--- src/lsc_pkg.sv ---
`timescale 1ns / 1ps
`default_nettype none
// ----------------------------------------------------------------------------
// lsc_pkg: shared types and constants of the leap-second time converter
// Table geometry, command and status codes, channel payloads, table entry
// layout and the token that walks down the search cell chain.
// ----------------------------------------------------------------------------
package lsc_pkg;

   localparam int TABLE_DEPTH = 64;
   localparam int TIME_W      = 40;
   localparam int OFF_W       = 8;
   localparam int IDX_W       = $clog2(TABLE_DEPTH);
   localparam int CNT_W       = $clog2(TABLE_DEPTH + 1);
   // upper-bound search over n <= TABLE_DEPTH keys needs clog2(n+1) steps
   localparam int NUM_CELLS   = CNT_W;
   localparam int ECNT_W      = 7;
   localparam int CSR_IDX_W   = 1;

   localparam logic [TIME_W-1:0] POSIX_MIN = TIME_W'(63072000);
   localparam logic [TIME_W-1:0] TAI_MIN   = TIME_W'(63072010);
   localparam logic [TIME_W-1:0] TIME_MAX  = {TIME_W{1'b1}};

   localparam logic [1:0] CMD_LOAD         = 2'd0;
   localparam logic [1:0] CMD_POSIX_TO_TAI = 2'd1;
   localparam logic [1:0] CMD_TAI_TO_POSIX = 2'd2;

   localparam logic [1:0] ST_OK           = 2'd0;
   localparam logic [1:0] ST_NOT_LOADED   = 2'd1;
   localparam logic [1:0] ST_OUT_OF_RANGE = 2'd2;

   localparam logic [CSR_IDX_W-1:0] CSR_ENTRY_COUNT  = 1'd0;
   localparam logic [CSR_IDX_W-1:0] CSR_POSIX_EXPIRY = 1'd1;

   typedef struct packed {
      logic [1:0]              cmd;
      logic [5:0]              entry_index;
      logic [TIME_W-1:0]       time_value;
      logic signed [OFF_W-1:0] entry_offset;
   } req_type;

   typedef struct packed {
      logic [TIME_W-1:0] result_time;
      logic [1:0]        status;
   } rsp_type;

   typedef struct packed {
      logic [TIME_W-1:0]       posix;
      logic [TIME_W-1:0]       tai;
      logic signed [OFF_W-1:0] offset;
   } entry_type;

   // search state handed from cell to cell
   typedef struct packed {
      logic             active;
      logic             sel;     // which read port carries key[mid]
      logic [CNT_W-1:0] lo;
      logic [CNT_W-1:0] hi;
   } tok_type;

   typedef struct packed {
      logic [IDX_W-1:0] addr_a;
      logic [IDX_W-1:0] addr_b;
   } rd_req_type;

endpackage
`default_nettype wire

--- src/lsc_search_cell.sv ---
`timescale 1ns / 1ps
`default_nettype none
// ----------------------------------------------------------------------------
// lsc_search_cell: one step of the upper-bound binary search
// Holds the search range for its step, compares key[mid] against the value
// and requests both possible next midpoints so that the next cell finds its
// key on one of the two read ports.
// ----------------------------------------------------------------------------
module lsc_search_cell (
   input  wire logic                        clock,
   input  wire logic                        reset,
   input  wire lsc_pkg::tok_type            tok_i,
   input  wire logic [lsc_pkg::TIME_W-1:0]  key_a,
   input  wire logic [lsc_pkg::TIME_W-1:0]  key_b,
   input  wire logic [lsc_pkg::TIME_W-1:0]  value,
   output lsc_pkg::tok_type                 tok_o,
   output lsc_pkg::rd_req_type              rd_o
);

   lsc_pkg::tok_type            tok_ff;
   logic [lsc_pkg::CNT_W:0]     mid_sum;
   logic [lsc_pkg::CNT_W:0]     lo_sum;
   logic [lsc_pkg::CNT_W:0]     hi_sum;
   logic [lsc_pkg::CNT_W-1:0]   mid;
   logic [lsc_pkg::CNT_W-1:0]   mid_lo;
   logic [lsc_pkg::CNT_W-1:0]   mid_hi;
   logic [lsc_pkg::TIME_W-1:0]  key;
   logic                        open_rng;
   logic                        key_le;

   always_ff @(posedge clock) begin
      if (reset) begin
         tok_ff <= '0;
      end else begin
         tok_ff <= tok_i;
      end
   end

   assign mid_sum  = {1'b0, tok_ff.lo} + {1'b0, tok_ff.hi};
   assign mid      = mid_sum[lsc_pkg::CNT_W:1];
   // midpoints of the lower and upper halves
   assign lo_sum   = {1'b0, tok_ff.lo} + {1'b0, mid};
   assign hi_sum   = {1'b0, mid} + {1'b0, tok_ff.hi} + (lsc_pkg::CNT_W + 1)'(1);
   assign mid_lo   = lo_sum[lsc_pkg::CNT_W:1];
   assign mid_hi   = hi_sum[lsc_pkg::CNT_W:1];
   assign key      = tok_ff.sel ? key_b : key_a;
   assign open_rng = tok_ff.lo < tok_ff.hi;
   assign key_le   = key <= value;

   always_comb begin
      tok_o = tok_ff;
      if (tok_ff.active && open_rng) begin
         tok_o.sel = key_le;
         if (key_le) begin
            tok_o.lo = mid + lsc_pkg::CNT_W'(1);
         end else begin
            tok_o.hi = mid;
         end
      end
   end

   always_comb begin
      rd_o = '0;
      if (tok_ff.active) begin
         rd_o.addr_a = mid_lo[lsc_pkg::IDX_W-1:0];
         rd_o.addr_b = mid_hi[lsc_pkg::IDX_W-1:0];
      end
   end

endmodule
`default_nettype wire

--- config.mk ---
export PLATFORM = sky130hd
export DESIGN_NAME = lsc_search_cell
export DESIGN_NICKNAME = d
export VERILOG_FILES = /design/src/lsc_pkg.sv /design/src/lsc_search_cell.sv
export SDC_FILE = /design/constraint.sdc
export NUM_CORES = 1
export LEC_CHECK = 0
export BUFFER_PORTS_ARGS = -buffer_cell sky130_fd_sc_hd__buf_2
export CORE_MARGIN = 3
export CORE_UTILIZATION = 45
export DETAILED_ROUTE_END_ITERATION = 16
export PLACE_DENSITY = 0.8
export SYNTH_ARGS = -nofsm -noshare
export SYNTH_HDL_FRONTEND = slang
export SYNTH_SLANG_ARGS = --single-unit
--- constraint.sdc ---
create_clock -name clock -period 11.7 [get_ports clock]
set_input_delay 1.17 -clock clock [delete_from_list [all_inputs] [get_ports clock]]
set_output_delay 1.17 -clock clock [all_outputs]
set_load 0.03 [all_outputs]
==> flow_metrics.tcl <==
set metrics [dict create \
    run_status "completed" \
    syn_inst 375 \
    gr-usage-all-layers_pct 20.7 \
    final-seq-area_um2 322 \
    final_util_pct 62.2 \
    dr.pass1.iters 4 \
    syn_area_mm2 0.00313 \
    finalNonFillerCells 611 \
    path_max_fanout 41 \
    io_buffer_count 165 \
    synth_edf_count 0 \
    io_pins 166 \
    worst_ep_required_time_ps 10530 \
    multi_input_area_mm2 0.00255 \
    start_kind "register" \
    final.fill_count 580 \
    dieArea_mm2 0.00798 \
    layout_commonest_cell "buf_2" \
    async_reset_ff_share_pct 0 \
    max_stage_delay_ps 910 \
    syn_nets 579 \
    period_share_pct 47.1 \
    yosysWarnings 0 \
    drive_above_1_share_pct 42.1 \
    crit_slowest_cell "dfxtp_2" \
    tritoncts "built" \
    final_cell_mix "165 x buf_2, 63 x ha_1, 56 x inv_1, 49 x mux2_2, 26 x a21oi_1" \
    fp.dieH_um 89.4 \
    antenna_cells 0 \
    vias 3181 \
    drt_wl_total_um 8420 \
    synth_cell_types 46 \
    ir_drop_mv 0.0927 \
    hp-class "input port to register" \
    final_antenna_net_count 0 \
    cts.sinks 16 \
    avgRoutedWirePerCell_um 13.8 \
    cp.arrival_ps 4340 \
    grt_pass1_wl_um 13300 \
    worst-setup-path-type "register to output pin" \
    fin_tns_setup_ps 0 \
    drc 0 \
    relSlewSlack_pct 39.7 \
    cts_root_buf "clkbuf_8" \
    cts_setup_buffers 0 \
    final.min_clock_period_ps 5510 \
    rows 29 \
    postSynthAreaPerCell_um2 8.34 \
    clockBufferDepth 2 \
    antenna_found_initial 0 \
    fmax_mhz 182 \
    synth_top_flop_cell "dfxtp_1" \
    initial_core_util_pct 47.9 \
    synth-seq-cells 16 \
    path_buf_inv 1 \
    nets 739 \
    powerDensity_mw_per_mm2 69.6 \
    p_leak_uw 0.00224 \
    via_per_inst 5.21 \
    finalSetupViolCount 0 \
    gp_congestion 0.910 \
    clk_pin_slew_ps 60 \
    path_cells "mux2_2 -> ha_1 -> nand4_2 -> or4_1 -> or4b_1 -> a21oi_2 -> nor2_1 -> a21oi_4 -> mux2_2 -> buf_2" \
    worst_slew_pin_slew_ps 905 \
    grt_pass1_vias 3193 \
    cap_violations 0 \
    timing_hold_violations_final 0 \
    critPathTopFamily "simple AND/OR/NAND/NOR gates" \
    dp_hpwl_um 7510 \
    rsz0062_at_grt "false" \
    path_common_cell "mux2_2" \
    numCtsBuffers 3 \
    die_w_um 89.4 \
    grt_max_degree 42 \
    syn_to_final_growth_pct 30.0 \
    synth-seq-area-share_pct 10.2 \
    cts.repair.resized 0 \
    finalMaxSlewViolations 0 \
    core_area_mm2 0.00653 \
    drt_iter0_markers 57 \
    h-tree-depth 1 \
    end_kind "output pin" \
    dp_cells 607 \
    ctsHoldBuffers 0 \
    gr-total-overflow 0 \
]
-- synth_stat cells (7+ instances only) --
library cell,number,area (um2)
a21o_1,8,60.1
a21oi_1,26,130
and2_1,10,62.6
dfxtp_1,16,320
ha_1,63,788
inv_1,56,210
mux2_2,49,552
nand2_1,11,41.3
nand3_1,10,50.1
nand4_1,8,50.1
nor2_1,9,33.8
nor2b_1,21,131
xnor2_1,12,105
xor2_1,7,61.3
-- sequential cells by signal, indices dropped and copies added (netlist names) --
name	count
tok_ff	15
tok_o	1
-- kinds of logic after synthesis --
logic type | synth area share [%]
flops | 10.2
buf+inv | 8.04
xor+xnor | 5.32
mux | 19.2
fa+ha+maj | 27.1
simple gates | 17.8
compound gates | 12.2
-- stage by stage --
stage	worst slack, ps	cell area, um2	power [uW]	hold slack [ps]
3_3_place_gp	6390	4010	231	1380
3_5_place_dp	6290	4010	236	1380
5_1_grt	6040	4060	308	1130
2_1_floorplan	6590	3130	183	1240
6_report	6190	4060	283	1130
4_1_cts	6200	4060	285	1120
-- routing by layer --
metal	global-route usage, %	share of wire (%)	vias up	wire, um
met5	0	0	-	0
met4	6.22	2.0	0	167
met3	1.66	7.1	19	597
met2	39.8	50	132	4230
met1	23.9	41	1398	3430
li1	-	-	1632	-
-- cell type report --
| type | instances | share of cell area, % |
|---|---|---|
| multi-input cells | 293 | 62.9 |
| clock buffers | 4 | 1.35 |
| inverters | 56 | 5.17 |
| well taps | 77 | 2.37 |
| flip-flops and latches | 16 | 7.91 |
| repair buffers | 165 | 20.3 |
-- where the power goes --
part	internal (uW)	total, uW	switching [uW]
Clock	29.8	47.4	17.5
Sequential	57.5	64.2	6.64
Combinational	81.3	171	90.0
Total	169	283	114
-- final timing paths --
check,startpoint,to,depth (start not counted)
setup / recovery,tok_ff[14],tok_o[5],10
hold / removal,tok_i[10],tok_ff[10],2
No activity file was read; power rests on OpenSTA's default activity.
